**src/hdl/cfr_pkg.sv**
```systemverilog
// Shared types and constants of the clock frame replacement block.
package cfr_pkg;

    localparam int SLOTS    = 64;
    localparam int TAG_BITS = 20;
    localparam int IDX_W    = $clog2(SLOTS);
    localparam int CNT_W    = $clog2(SLOTS + 1);
    localparam int CFG_W    = 7;

    localparam logic [CFG_W-1:0] CFG_RESET = 7'd64;

    localparam logic FUNC_ALLOC   = 1'b0;
    localparam logic FUNC_RELEASE = 1'b1;

    typedef struct packed {
        logic                sc;
        logic [TAG_BITS-1:0] tag;
    } t_entry;

    typedef enum logic [2:0] {
        ST_IDLE,
        ST_SWEEP_RD,
        ST_SWEEP_EV,
        ST_CMP_RD,
        ST_CMP_EV,
        ST_APPEND,
        ST_DONE
    } t_state;

endpackage

```
**src/hdl/cfr_req_if.sv**
```systemverilog
// Request channel: operation code and page tag.
interface cfr_req_if;
    logic                         valid;
    logic                         ready;
    logic                         func;
    logic [cfr_pkg::TAG_BITS-1:0] page_tag;

    modport source (output valid, func, page_tag, input ready);
    modport sink   (input valid, func, page_tag, output ready);
endinterface

```
**src/hdl/cfr_rsp_if.sv**
```systemverilog
// Response channel: eviction report and release hit flag.
interface cfr_rsp_if;
    logic                         valid;
    logic                         ready;
    logic                         evicted;
    logic [cfr_pkg::TAG_BITS-1:0] victim_tag;
    logic                         found;

    modport source (output valid, evicted, victim_tag, found, input ready);
    modport sink   (input valid, evicted, victim_tag, found, output ready);
endinterface

```
**src/hdl/cfr_ram.sv**
```systemverilog
// Generic simple dual-port RAM with registered read data.
module cfr_ram #(
    parameter int DEPTH = 64,
    parameter int WIDTH = 21,
    parameter int AW    = $clog2(DEPTH)
) (
    input  logic             i_clk,
    input  logic             i_we,
    input  logic [AW-1:0]    i_waddr,
    input  logic [WIDTH-1:0] i_wdata,
    input  logic [AW-1:0]    i_raddr,
    output logic [WIDTH-1:0] o_rdata
);

    logic [WIDTH-1:0] r_mem [DEPTH];
    logic [WIDTH-1:0] r_rdata;

    always_ff @(posedge i_clk) begin
        if (i_we) begin
            r_mem[i_waddr] <= i_wdata;
        end
    end

    always_ff @(posedge i_clk) begin
        r_rdata <= r_mem[i_raddr];
    end

    assign o_rdata = r_rdata;

endmodule

```
**src/hdl/clock_frame_replacement_core.sv**
```systemverilog
// Clock (second-chance) frame replacement: item sequencer around the frame table RAM.
//
// The frame table lives in one RAM with a single write and a single registered read
// port; every table step is a read, then an evaluate and write back. Allocate with
// room appends. Allocate on a full table sweeps from the hand, clearing set reference
// bits, evicts the first clear entry, compacts the entries after it and appends.
// Release compacts the table. The request side is ready only between items; a finished
// response waits in an output register, so the next request may enter meanwhile.
// Capacity register: 0 acts as 1, values above the table size act as the table size.
module clock_frame_replacement_core (
    input  logic                      i_clk,
    input  logic                      i_rst_n,
    input  logic                      i_cfg_we,
    input  logic [cfr_pkg::CFG_W-1:0] i_cfg_wdata,
    cfr_req_if.sink                   i_req,
    cfr_rsp_if.source                 o_rsp
);

    localparam int IW = cfr_pkg::IDX_W;
    localparam int CW = cfr_pkg::CNT_W;
    localparam int TW = cfr_pkg::TAG_BITS;

    cfr_pkg::t_state r_state, n_state;

    logic                      r_func;
    logic [TW-1:0]             r_tag;
    logic [CW-1:0]             r_count, n_count;
    logic [IW-1:0]             r_hand, n_hand;
    logic [IW-1:0]             r_pos, n_pos;
    logic [CW-1:0]             r_rd, n_rd;
    logic [CW-1:0]             r_wr, n_wr;
    logic                      r_found, n_found;
    logic                      r_evicted, n_evicted;
    logic [TW-1:0]             r_victim, n_victim;
    logic [cfr_pkg::CFG_W-1:0] r_cfg;

    logic          r_out_valid;
    logic          r_out_evicted;
    logic [TW-1:0] r_out_victim;
    logic          r_out_found;

    logic             req_acc;
    logic             out_load;
    logic [CW-1:0]    cap;
    logic             full;
    logic             ram_we;
    logic [IW-1:0]    ram_waddr;
    cfr_pkg::t_entry  ram_wdata;
    logic [IW-1:0]    ram_raddr;
    cfr_pkg::t_entry  ram_q;
    logic [$bits(cfr_pkg::t_entry)-1:0] ram_rdata;
    logic             rd_end;
    logic             tag_hit;

    cfr_ram #(
        .DEPTH (cfr_pkg::SLOTS),
        .WIDTH ($bits(cfr_pkg::t_entry))
    ) u_ram (
        .i_clk   (i_clk),
        .i_we    (ram_we),
        .i_waddr (ram_waddr),
        .i_wdata (ram_wdata),
        .i_raddr (ram_raddr),
        .o_rdata (ram_rdata)
    );

    assign ram_q = cfr_pkg::t_entry'(ram_rdata);

    always_comb begin
        if (r_cfg == '0) begin
            cap = CW'(1);
        end else if (int'(r_cfg) > cfr_pkg::SLOTS) begin
            cap = CW'(cfr_pkg::SLOTS);
        end else begin
            cap = CW'(r_cfg);
        end
    end

    assign full    = (r_count >= cap) && (r_count != '0);
    assign req_acc = i_req.valid && i_req.ready;
    assign rd_end  = (r_rd >= r_count);
    assign tag_hit = (ram_q.tag == r_tag);

    // next state
    always_comb begin
        n_state = r_state;
        unique case (r_state)
            cfr_pkg::ST_IDLE: begin
                if (req_acc) begin
                    if (i_req.func == cfr_pkg::FUNC_RELEASE) begin
                        n_state = cfr_pkg::ST_CMP_RD;
                    end else if (full) begin
                        n_state = cfr_pkg::ST_SWEEP_RD;
                    end else begin
                        n_state = cfr_pkg::ST_APPEND;
                    end
                end
            end
            cfr_pkg::ST_SWEEP_RD: n_state = cfr_pkg::ST_SWEEP_EV;
            cfr_pkg::ST_SWEEP_EV: begin
                n_state = ram_q.sc ? cfr_pkg::ST_SWEEP_RD : cfr_pkg::ST_CMP_RD;
            end
            cfr_pkg::ST_CMP_RD: begin
                if (!rd_end) begin
                    n_state = cfr_pkg::ST_CMP_EV;
                end else if (r_func == cfr_pkg::FUNC_ALLOC) begin
                    n_state = cfr_pkg::ST_APPEND;
                end else begin
                    n_state = cfr_pkg::ST_DONE;
                end
            end
            cfr_pkg::ST_CMP_EV: n_state = cfr_pkg::ST_CMP_RD;
            cfr_pkg::ST_APPEND: n_state = cfr_pkg::ST_DONE;
            cfr_pkg::ST_DONE: begin
                if (!r_out_valid || o_rsp.ready) begin
                    n_state = cfr_pkg::ST_IDLE;
                end
            end
            default: n_state = cfr_pkg::ST_IDLE;
        endcase
    end

    // datapath controls
    always_comb begin
        n_count   = r_count;
        n_hand    = r_hand;
        n_pos     = r_pos;
        n_rd      = r_rd;
        n_wr      = r_wr;
        n_found   = r_found;
        n_evicted = r_evicted;
        n_victim  = r_victim;
        ram_we    = 1'b0;
        ram_waddr = r_pos;
        ram_wdata = ram_q;
        ram_raddr = r_pos;
        out_load  = 1'b0;
        i_req.ready = 1'b0;
        unique case (r_state)
            cfr_pkg::ST_IDLE: begin
                i_req.ready = 1'b1;
                n_evicted = 1'b0;
                n_victim  = '0;
                n_found   = (i_req.func == cfr_pkg::FUNC_ALLOC);
                n_rd      = '0;
                n_wr      = '0;
                n_pos     = (CW'(r_hand) < r_count) ? r_hand : '0;
            end
            cfr_pkg::ST_SWEEP_RD: begin
                ram_raddr = r_pos;
            end
            cfr_pkg::ST_SWEEP_EV: begin
                if (ram_q.sc) begin
                    ram_we       = 1'b1;
                    ram_waddr    = r_pos;
                    ram_wdata.sc = 1'b0;
                    n_pos = (CW'(r_pos) + CW'(1) < r_count) ? r_pos + IW'(1) : '0;
                end else begin
                    n_evicted = 1'b1;
                    n_victim  = ram_q.tag;
                    n_wr      = CW'(r_pos);
                    n_rd      = CW'(r_pos) + CW'(1);
                end
            end
            cfr_pkg::ST_CMP_RD: begin
                ram_raddr = r_rd[IW-1:0];
                if (rd_end) begin
                    n_count = r_wr;
                    if (r_func == cfr_pkg::FUNC_ALLOC) begin
                        n_hand = (CW'(r_pos) < r_wr) ? r_pos : '0;
                    end else if (CW'(r_hand) >= r_wr) begin
                        n_hand = '0;
                    end
                end
            end
            cfr_pkg::ST_CMP_EV: begin
                n_rd = r_rd + CW'(1);
                if (r_func == cfr_pkg::FUNC_RELEASE && tag_hit) begin
                    n_found = 1'b1;
                    if (r_wr < CW'(r_hand)) begin
                        n_hand = r_hand - IW'(1);
                    end
                end else begin
                    ram_we    = 1'b1;
                    ram_waddr = r_wr[IW-1:0];
                    ram_wdata = ram_q;
                    n_wr      = r_wr + CW'(1);
                end
            end
            cfr_pkg::ST_APPEND: begin
                if (int'(r_count) < cfr_pkg::SLOTS) begin
                    ram_we        = 1'b1;
                    ram_waddr     = r_count[IW-1:0];
                    ram_wdata.sc  = 1'b1;
                    ram_wdata.tag = r_tag;
                    n_count       = r_count + CW'(1);
                end
            end
            cfr_pkg::ST_DONE: begin
                out_load = !r_out_valid || o_rsp.ready;
            end
            default: ;
        endcase
    end

    always_ff @(posedge i_clk) begin
        if (!i_rst_n) begin
            r_state     <= cfr_pkg::ST_IDLE;
            r_count     <= '0;
            r_hand      <= '0;
            r_cfg       <= cfr_pkg::CFG_RESET;
            r_out_valid <= 1'b0;
        end else begin
            r_state <= n_state;
            r_count <= n_count;
            r_hand  <= n_hand;
            if (i_cfg_we) begin
                r_cfg <= i_cfg_wdata;
            end
            if (out_load) begin
                r_out_valid <= 1'b1;
            end else if (o_rsp.ready) begin
                r_out_valid <= 1'b0;
            end
        end
    end

    always_ff @(posedge i_clk) begin
        if (req_acc) begin
            r_func <= i_req.func;
            r_tag  <= i_req.page_tag;
        end
        r_pos     <= n_pos;
        r_rd      <= n_rd;
        r_wr      <= n_wr;
        r_found   <= n_found;
        r_evicted <= n_evicted;
        r_victim  <= n_victim;
        if (out_load) begin
            r_out_evicted <= r_evicted;
            r_out_victim  <= r_victim;
            r_out_found   <= r_found;
        end
    end

    assign o_rsp.valid      = r_out_valid;
    assign o_rsp.evicted    = r_out_evicted;
    assign o_rsp.victim_tag = r_out_victim;
    assign o_rsp.found      = r_out_found;

`ifndef SYNTH
    a_count_max: assert property (@(posedge i_clk) disable iff (!i_rst_n)
        int'(r_count) <= cfr_pkg::SLOTS)
        else $error("entry count above table size");

    a_hand_range: assert property (@(posedge i_clk) disable iff (!i_rst_n)
        r_state == cfr_pkg::ST_IDLE |-> (r_hand == '0 || CW'(r_hand) < r_count))
        else $error("hand outside occupied entries");

    a_evict_found: assert property (@(posedge i_clk) disable iff (!i_rst_n)
        o_rsp.valid && o_rsp.evicted |-> o_rsp.found)
        else $error("eviction reported without found");

    a_victim_zero: assert property (@(posedge i_clk) disable iff (!i_rst_n)
        o_rsp.valid && !o_rsp.evicted |-> o_rsp.victim_tag == '0)
        else $error("victim tag set without eviction");

    a_append_room: assert property (@(posedge i_clk) disable iff (!i_rst_n)
        r_state == cfr_pkg::ST_APPEND |=> r_count != '0)
        else $error("append left table empty");
`endif

endmodule

```
**src/flat_wrapper.sv**
```systemverilog
// flat-port wrapper written by rule: the top's interface ports become plain ports
module clock_frame_replacement_core_flat 
  (i_clk, i_rst_n, i_cfg_we, i_cfg_wdata, i_req_valid, i_req_func, i_req_page_tag, i_req_ready, o_rsp_valid, o_rsp_evicted, o_rsp_victim_tag, o_rsp_found, o_rsp_ready);
  cfr_req_if i_req_i ();
  cfr_rsp_if o_rsp_i ();
  input  logic i_clk;
  input  logic i_rst_n;
  input  logic i_cfg_we;
  input  logic [cfr_pkg::CFG_W-1:0] i_cfg_wdata;
  input wire logic [$bits(i_req_i.valid)-1:0] i_req_valid;
  input wire logic [$bits(i_req_i.func)-1:0] i_req_func;
  input wire logic [$bits(i_req_i.page_tag)-1:0] i_req_page_tag;
  output wire logic [$bits(i_req_i.ready)-1:0] i_req_ready;
  output wire logic [$bits(o_rsp_i.valid)-1:0] o_rsp_valid;
  output wire logic [$bits(o_rsp_i.evicted)-1:0] o_rsp_evicted;
  output wire logic [$bits(o_rsp_i.victim_tag)-1:0] o_rsp_victim_tag;
  output wire logic [$bits(o_rsp_i.found)-1:0] o_rsp_found;
  input wire logic [$bits(o_rsp_i.ready)-1:0] o_rsp_ready;
  assign i_req_i.valid = i_req_valid;
  assign i_req_i.func = i_req_func;
  assign i_req_i.page_tag = i_req_page_tag;
  assign i_req_ready = i_req_i.ready;
  assign o_rsp_valid = o_rsp_i.valid;
  assign o_rsp_evicted = o_rsp_i.evicted;
  assign o_rsp_victim_tag = o_rsp_i.victim_tag;
  assign o_rsp_found = o_rsp_i.found;
  assign o_rsp_i.ready = o_rsp_ready;
  clock_frame_replacement_core u_core (.i_clk(i_clk), .i_rst_n(i_rst_n), .i_cfg_we(i_cfg_we), .i_cfg_wdata(i_cfg_wdata), .i_req(i_req_i), .o_rsp(o_rsp_i));
endmodule
```
**config.mk**
```make
export PLATFORM = sky130hd
export DESIGN_NAME = clock_frame_replacement_core_flat
export DESIGN_NICKNAME = d
export VERILOG_FILES = /design/src/hdl/cfr_pkg.sv /design/src/hdl/cfr_req_if.sv /design/src/hdl/cfr_rsp_if.sv /design/src/hdl/cfr_ram.sv /design/src/hdl/clock_frame_replacement_core.sv /design/src/flat_wrapper.sv
export SDC_FILE = /design/constraint.sdc
export NUM_CORES = 2
export LEC_CHECK = 0
export BUFFER_PORTS_ARGS = -buffer_cell sky130_fd_sc_hd__buf_2
export CAP_MARGIN = 20
export CORE_MARGIN = 4
export CORE_UTILIZATION = 60
export DETAILED_ROUTE_END_ITERATION = 7
export PLACE_DENSITY = 0.76
export SLEW_MARGIN = 20
export SYNTH_ARGS = -nofsm -noshare
export SYNTH_HDL_FRONTEND = slang
export SYNTH_HIERARCHICAL = 1
export SYNTH_SLANG_ARGS = --single-unit
```
**constraint.sdc**
```tcl
create_clock -name i_clk -period 11.8 [get_ports i_clk]
set_input_delay 2.36 -clock i_clk [delete_from_list [all_inputs] [get_ports i_clk]]
set_output_delay 2.36 -clock i_clk [all_outputs]
set_load 0.005 [all_outputs]
```
# Word level (Yosys, flattened, before mapping)
# Memory sizes are Yosys's and may differ from the RTL's. A register that Yosys moved wholly into a read port is not among the register bits.
# Index checks and enable logic that the tools add are counted.
dict set report classes {
  add_sub_neg 6
  magnitude_cmp 9
  eq_ne 17
  n_mux 52
  bitwise 1
  reduce_logical 22
}
# operator count
set op_table {}
lappend op_table {{6-bit 2-to-1 mux} 12}
lappend op_table {{7-bit 2-to-1 mux} 7}
lappend op_table {{7-bit case mux with 3 select lines} 2}
lappend op_table {{20-bit 2-to-1 mux} 2}
lappend op_table {{20-bit case mux with 2 select lines} 1}
lappend op_table {{6-bit case mux with 2 select lines} 3}
lappend op_table {{7-bit by 1-bit adder with 7-bit output (second input constant)} 3}
lappend op_table {{21-bit 2-to-1 mux} 1}
lappend op_table {{3-bit case mux with 7 select lines} 1}
lappend op_table {{20-bit equality test} 1}
lappend op_table {{3-bit 2-to-1 mux} 5}
lappend op_table {{7-bit greater-or-equal comparator} 2}
lappend op_table {{6-bit by 7-bit less-than comparator with 1-bit output} 2}
lappend op_table {{7-bit case mux with 2 select lines} 1}
lappend op_table {{2-bit by 1-bit != test with 1-bit output (second input constant)} 6}
lappend op_table {{1-bit 2-to-1 mux} 11}
lappend op_table {{2-bit AND reduction} 5}
lappend op_table {{2-bit nonzero test} 5}
lappend op_table {{3-bit equality test (second input constant)} 3}
lappend op_table {{6-bit by 1-bit adder with 7-bit output (second input constant)} 1}
lappend op_table {{6-bit by 7-bit greater-or-equal comparator with 1-bit output} 1}
lappend op_table {{7-bit greater-than comparator (second input constant)} 1}
lappend op_table {{7-bit logical NOT} 1}
lappend op_table {{7-bit by 6-bit less-than comparator with 1-bit output} 1}
lappend op_table {{other kinds (20)} 29}
dict set report word_totals {
  regBits 109
  mem_bits_rw 1344
  input_bits 33
  output_inout_bits 24
  word_cells 124
  memories 1
}
# name words width rd rd_ports_with_merged_regs write_ports line_no
set memory_table {}
lappend memory_table {u_core.u_ram.r_mem 64 21 1 1 1 cfr_ram.sv:15} ;# logic [WIDTH-1:0] r_mem [DEPTH];

# Longest topological paths before layout
dict set report logic_depth {
  depth_word 9
  mapped_depth 14
  depth_no_buf 11
}

# Modules after synthesis
# Netlist, hierarchy kept.
# mod n_inst cells_each area_each_um2
set modules_own_cells {}
lappend modules_own_cells {cfr_ram 1 2190 51717.1}
lappend modules_own_cells {clock_frame_replacement_core 1 560 6075.8}

# Worst setup path after synthesis
# Ideal clock, no wire load.
dict set report synth_path {
  kind {input to register}
  startpoint {input port o_rsp_ready}
  endpoint {register u_core.r_out_evicted (netlist: u_core/o_rsp.evicted), enable pin}
  setup_time_ns 0.429
  arrival_ns 3.978
  setup_slack_ns 7.394
  cell_stages 2
  cell_sequence {nor2b_1 -> nor3_1}
}
dict set report synth_via {
  elab_chain_cells 2
}
# element line_no
set synth_lines {}
lappend synth_lines {{start: declaration} flat_wrapper.sv:18} ;# input wire logic [$bits(o_rsp_i.ready)-1:0] o_rsp_ready;
lappend synth_lines {{1-bit logical OR} clock_frame_replacement_core.sv:200} ;# out_load = !r_out_valid || o_rsp.ready;
lappend synth_lines {{1-bit 2-to-1 mux} clock_frame_replacement_core.sv:139} ;# unique case (r_state)
lappend synth_lines {{named net u_core.out_load} clock_frame_replacement_core.sv:43} ;# logic out_load;
lappend synth_lines {{end signal: assignment} clock_frame_replacement_core.sv:240} ;# r_out_evicted <= r_evicted;
lappend synth_lines {{end: declaration} clock_frame_replacement_core.sv:38} ;# logic r_out_evicted;
# The timed path passes the listed nets, and every way through them passes these cells.
# A chain may end at the register's enable or synchronous reset.

# Worst setup path after layout
dict set report layout_path {
  startpoint {register u_core.r_state[0]}
  endpoint {register u_core.u_ram.r_rdata[18] (netlist: u_core/u_ram/o_rdata[18]), read port of u_core.u_ram.r_mem}
}
dict set report layout_via {
  elab_chain_cells 2
}
# element line_no
set layout_lines {}
lappend layout_lines {{start: declaration} clock_frame_replacement_core.sv:23} ;# cfr_pkg::t_state r_state, n_state;
lappend layout_lines {{start signal: assignment} clock_frame_replacement_core.sv:208} ;# r_state <= cfr_pkg::ST_IDLE;
lappend layout_lines {{start signal: assignment} clock_frame_replacement_core.sv:214} ;# r_state <= n_state;
lappend layout_lines {{3-bit by 2-bit equality test with 1-bit output} clock_frame_replacement_core.sv:139}
lappend layout_lines {{6-bit 2-to-1 mux} clock_frame_replacement_core.sv:139}
lappend layout_lines {{named net u_core.ram_raddr[2]} clock_frame_replacement_core.sv:49} ;# logic [IW-1:0] ram_raddr;
lappend layout_lines {{end: declaration} cfr_ram.sv:16} ;# logic [WIDTH-1:0] r_rdata;
# The timed path passes the listed nets, and every way through them passes these cells.

==> impl_metrics.sql <==
INSERT INTO impl_metrics (metric_group, metric, value, unit) VALUES
('outcome', 'outcome', 'completed', ''),
('placement', 'placed_cell_area', '59900', 'um^2'),
('timing', 'timing.fmax', '202', 'MHz'),
('cts', 'clock_tree.root_cell', 'sky130_fd_sc_hd__clkbuf_16', ''),
('final_layout', 'number_of_standard_cells_in_the_final_layout_excluding_fillers', '4289', ''),
('final_layout', 'syn_to_final_growth', '11.8', '%'),
('synthesis', 'netlist.area_leader.share', '74.2', '%'),
('final_layout', 'drive_gt1_share', '27.3', '%'),
('routing', 'drt_iter0_markers', '4291', ''),
('global_route', 'grt_overflow', '0', ''),
('critical_path', 'cp-end-kind', 'flip-flop', ''),
('critical_path', 'worst-setup-path-type', 'reg -> reg', ''),
('power_and_ir_drop', 'total_power', '17.1', 'mW'),
('cts', 'cts_buffer_depth', '3', ''),
('final_layout', 'nFillCells', '5779', ''),
('routing', 'via_density', '6.92', ''),
('timing', 'final.setup_skew', '23.3', 'ps'),
('cts', 'cts.clk_slew.worst_paths', '60', 'ps'),
('synthesis', 'ys.warnings.count', '6', ''),
('synthesis', 'avgSynthCellArea', '21.0', 'um^2'),
('floorplanning', 'floorplan.initialDensity', '60.6', '%'),
('synthesis', 'synth_most_common_cell', 'sky130_fd_sc_hd__edfxtp_1', ''),
('routing', 'via_count', '29660', ''),
('synthesis', 'yosysTopAreaCell', 'sky130_fd_sc_hd__edfxtp_1', ''),
('cts', 'post_cts_buffers', '0', ''),
('floorplanning', 'die_y', '318', 'um'),
('placement', 'port_buffers', '56', ''),
('final_layout', 'stdcell_area', '64600', 'um^2'),
('floorplanning', 'die_area', '101000', 'um^2'),
('cts', 'numCtsBuffers', '143', ''),
('timing', 'finalHoldViolations', '0', ''),
('synthesis', 'synth-edff-count', '1429', ''),
('floorplanning', 'number_of_top_level_design_ports', '57', ''),
('timing', 'max_slew_margin', '23.7', '%'),
('timing', 'tightest_slew', '1140', 'ps'),
('routing', 'ant_nets', '0', ''),
('cts', 'cts_repair_resize_count', '0', ''),
('timing', 'holdWs', '417', 'ps'),
('cts', 'worst_skew_pair.late_latency', '740', 'ps'),
('global_route', 'grt_pass1_vias', '29435', ''),
('placement', 'globalplace.congestion', '0.925', ''),
('synthesis', 'ys_top_cells_by_count', '1429 x sky130_fd_sc_hd__edfxtp_1, 356 x sky130_fd_sc_hd__mux4_2, 111 x sky130_fd_sc_hd__nor2_1', ''),
('power_and_ir_drop', 'power_frac_clock', '26.3', '%'),
('global_route', 'pin_count_of_the_biggest_net_entering_global_routing', '128', ''),
('critical_path', 'worst_path_most_repeated_cell', 'sky130_fd_sc_hd__buf_4', ''),
('power_and_ir_drop', 'power.switching_fraction', '33.3', '%'),
('worst_hold_path', 'worst_hold_path.endpoint', 'u_core/o_rsp.victim_tag[7]', ''),
('power_and_ir_drop', 'peakVddDrop', '224', 'uV'),
('floorplanning', 'coreArea', '95300', 'um^2'),
('critical_path', 'cp_cell_sequence', 'nand3b_2 -> inv_2 -> nand2_1 -> nand2_4 -> buf_4 -> buf_4 -> or3b_2 -> o221ai_1 -> o31ai_1', ''),
('timing', 'setup-violations-final', '0', ''),
('power_and_ir_drop', 'power.leakage', '20.2', 'nW'),
('synthesis', 'syn_inst', '2750', ''),
('critical_path', 'start_kind', 'flip-flop', ''),
('floorplanning', 'fp-row-count', '113', ''),
('synthesis', 'synth_seq_cells', '1474', ''),
('cts', 'cts.hold.buffers_added', '0', ''),
('critical_path', 'setup.reg_to_reg.worst_slack', '6850', 'ps'),
('timing', 'grt_setup_unrepaired', 'no', ''),
('timing', 'drv_slew', '0', ''),
('placement', 'place_hpwl', '79200', 'um'),
('power_and_ir_drop', 'pwr_density_cell', '264', 'nW/um^2'),
('synthesis', 'synth_cell_types', '68', ''),
('cts', 'htree_levels', '4', ''),
('critical_path', 'cp_max_fo', '47', ''),
('critical_path', 'critPathMaxStageDelay', '730', 'ps'),
('routing', 'post-route-drc-count', '0', ''),
('critical_path', 'worstPathRequired', '12350', 'ps'),
('global_route', 'antenna_violations_before_repair', '9', ''),
('placement', 'dpl.cell_count', '4019', ''),
('global_route', 'grt_pass1_wl', '209000', 'um');
-- registers in the layout, indices dropped and copies added (netlist names) --
register / flops
u_core/r_rd: 7
u_core/o_rsp.victim_tag: 20
u_core/r_tag: 20
u_core/r_pos: 6
u_core/r_cfg: 7
u_core/u_ram/r_mem: 1344
u_core/r_victim: 20
u_core/r_hand: 6
u_core/r_count: 7
u_core/r_found: 1
u_core/r_evicted: 1
u_core/r_state: 3
u_core/r_func: 1
u_core/r_wr: 7
u_core/o_rsp.valid: 1
u_core/o_rsp.found: 1
u_core/u_ram/o_rdata: 21
u_core/o_rsp.evicted: 1
-- how the worst max path moves through the flow --
stage                                  from                       end  depth (start not counted)
after floorplan                 o_rsp_ready      u_core/o_rsp.evicted                          2
after global placement    u_core/r_state[0]  u_core/u_ram/o_rdata[18]                          9
after detailed placement  u_core/r_state[0]  u_core/u_ram/o_rdata[18]                          9
after CTS                 u_core/r_state[0]  u_core/u_ram/o_rdata[18]                          9
after global routing      u_core/r_state[0]  u_core/u_ram/o_rdata[18]                          9
final                     u_core/r_state[0]  u_core/u_ram/o_rdata[18]                          9
-- cell families (layout without fill, tap and decap cells) --
family | count (synthesis) | in the layout | synth area share (%)
flops | 1474 | 1474 | 75.8
compound gates | 247 | 247 | 2.95
other cells | 0 | 6 | 0
buf+inv | 169 | 437 | 1.44
fa+ha+maj | 42 | 42 | 0.909
simple gates | 340 | 340 | 2.94
mux | 441 | 441 | 15.4
xor+xnor | 37 | 37 | 0.561
-- worst max-delay path, delay by kind of cell (launching register included) --
| family | cells | cell delay [ps] |
|---|---|---|
| simple gates | 4 | 1350 |
| compound gates | 2 | 1050 |
| flops | 1 | 630 |
| buf+inv | 3 | 1600 |
-- layout by cell type (no fill, tap or decap), types with 21 or more instances in the layout --
master / netlist / routed
sky130_fd_sc_hd__a211oi_1: 21 / 21
sky130_fd_sc_hd__a21oi_1: 38 / 37
sky130_fd_sc_hd__a22oi_1: 21 / 21
sky130_fd_sc_hd__and2_1: 23 / 23
sky130_fd_sc_hd__buf_2: 33 / 56
sky130_fd_sc_hd__buf_4: 29 / 86
sky130_fd_sc_hd__clkbuf_1: 65 / 32
sky130_fd_sc_hd__clkbuf_16: 0 / 148
sky130_fd_sc_hd__clkinv_1: 0 / 27
sky130_fd_sc_hd__clkinv_2: 0 / 26
sky130_fd_sc_hd__dfxtp_1: 45 / 45
sky130_fd_sc_hd__edfxtp_1: 1429 / 1429
sky130_fd_sc_hd__ha_1: 42 / 42
sky130_fd_sc_hd__inv_1: 26 / 26
sky130_fd_sc_hd__mux2_2: 26 / 24
sky130_fd_sc_hd__mux2i_1: 59 / 59
sky130_fd_sc_hd__mux4_2: 356 / 356
sky130_fd_sc_hd__nand2_1: 76 / 72
sky130_fd_sc_hd__nand3_1: 25 / 25
sky130_fd_sc_hd__nor2_1: 111 / 47
sky130_fd_sc_hd__nor2_2: 1 / 53
sky130_fd_sc_hd__nor2b_1: 29 / 29
sky130_fd_sc_hd__o21ai_0: 46 / 45
sky130_fd_sc_hd__o221ai_1: 34 / 34
sky130_fd_sc_hd__o31ai_1: 24 / 23
sky130_fd_sc_hd__xnor2_1: 29 / 29
-- per-layer routing --
layer | GRT usage [%] | wire length (um) | up-vias
li1 | - | - | 11758
met1 | 38.8 | 51300 | 15395
met2 | 45.6 | 70900 | 2157
met3 | 6.55 | 15100 | 348
met4 | 11.9 | 6380 | 2
met5 | 0 | 17 | -
-- layout make-up --
cell class                 instances  area, um^2  share of cell area (%)
clock inverter                    80         752                    1.16
timing repair buffer             146        1010                    1.56
multi-input combinational       1107       13400                    20.8
antenna                            6        15.0                  0.0232
inverter                          27         101                   0.157
tap                             1265        1580                    2.45
clock buffer                     184        3880                    6.00
sequential                      1474       43800                    67.8
-- power by group through the flow --
stage	registers (mW)	logic, mW	clock network, mW
floorplan	7.11	3.48	0
finish	7.15	5.42	4.49
global route	7.16	5.70	4.79
global placement	7.22	5.16	0
CTS	7.14	5.37	4.54
detailed placement	7.25	5.31	0
(Power assumes the default switching activity.)
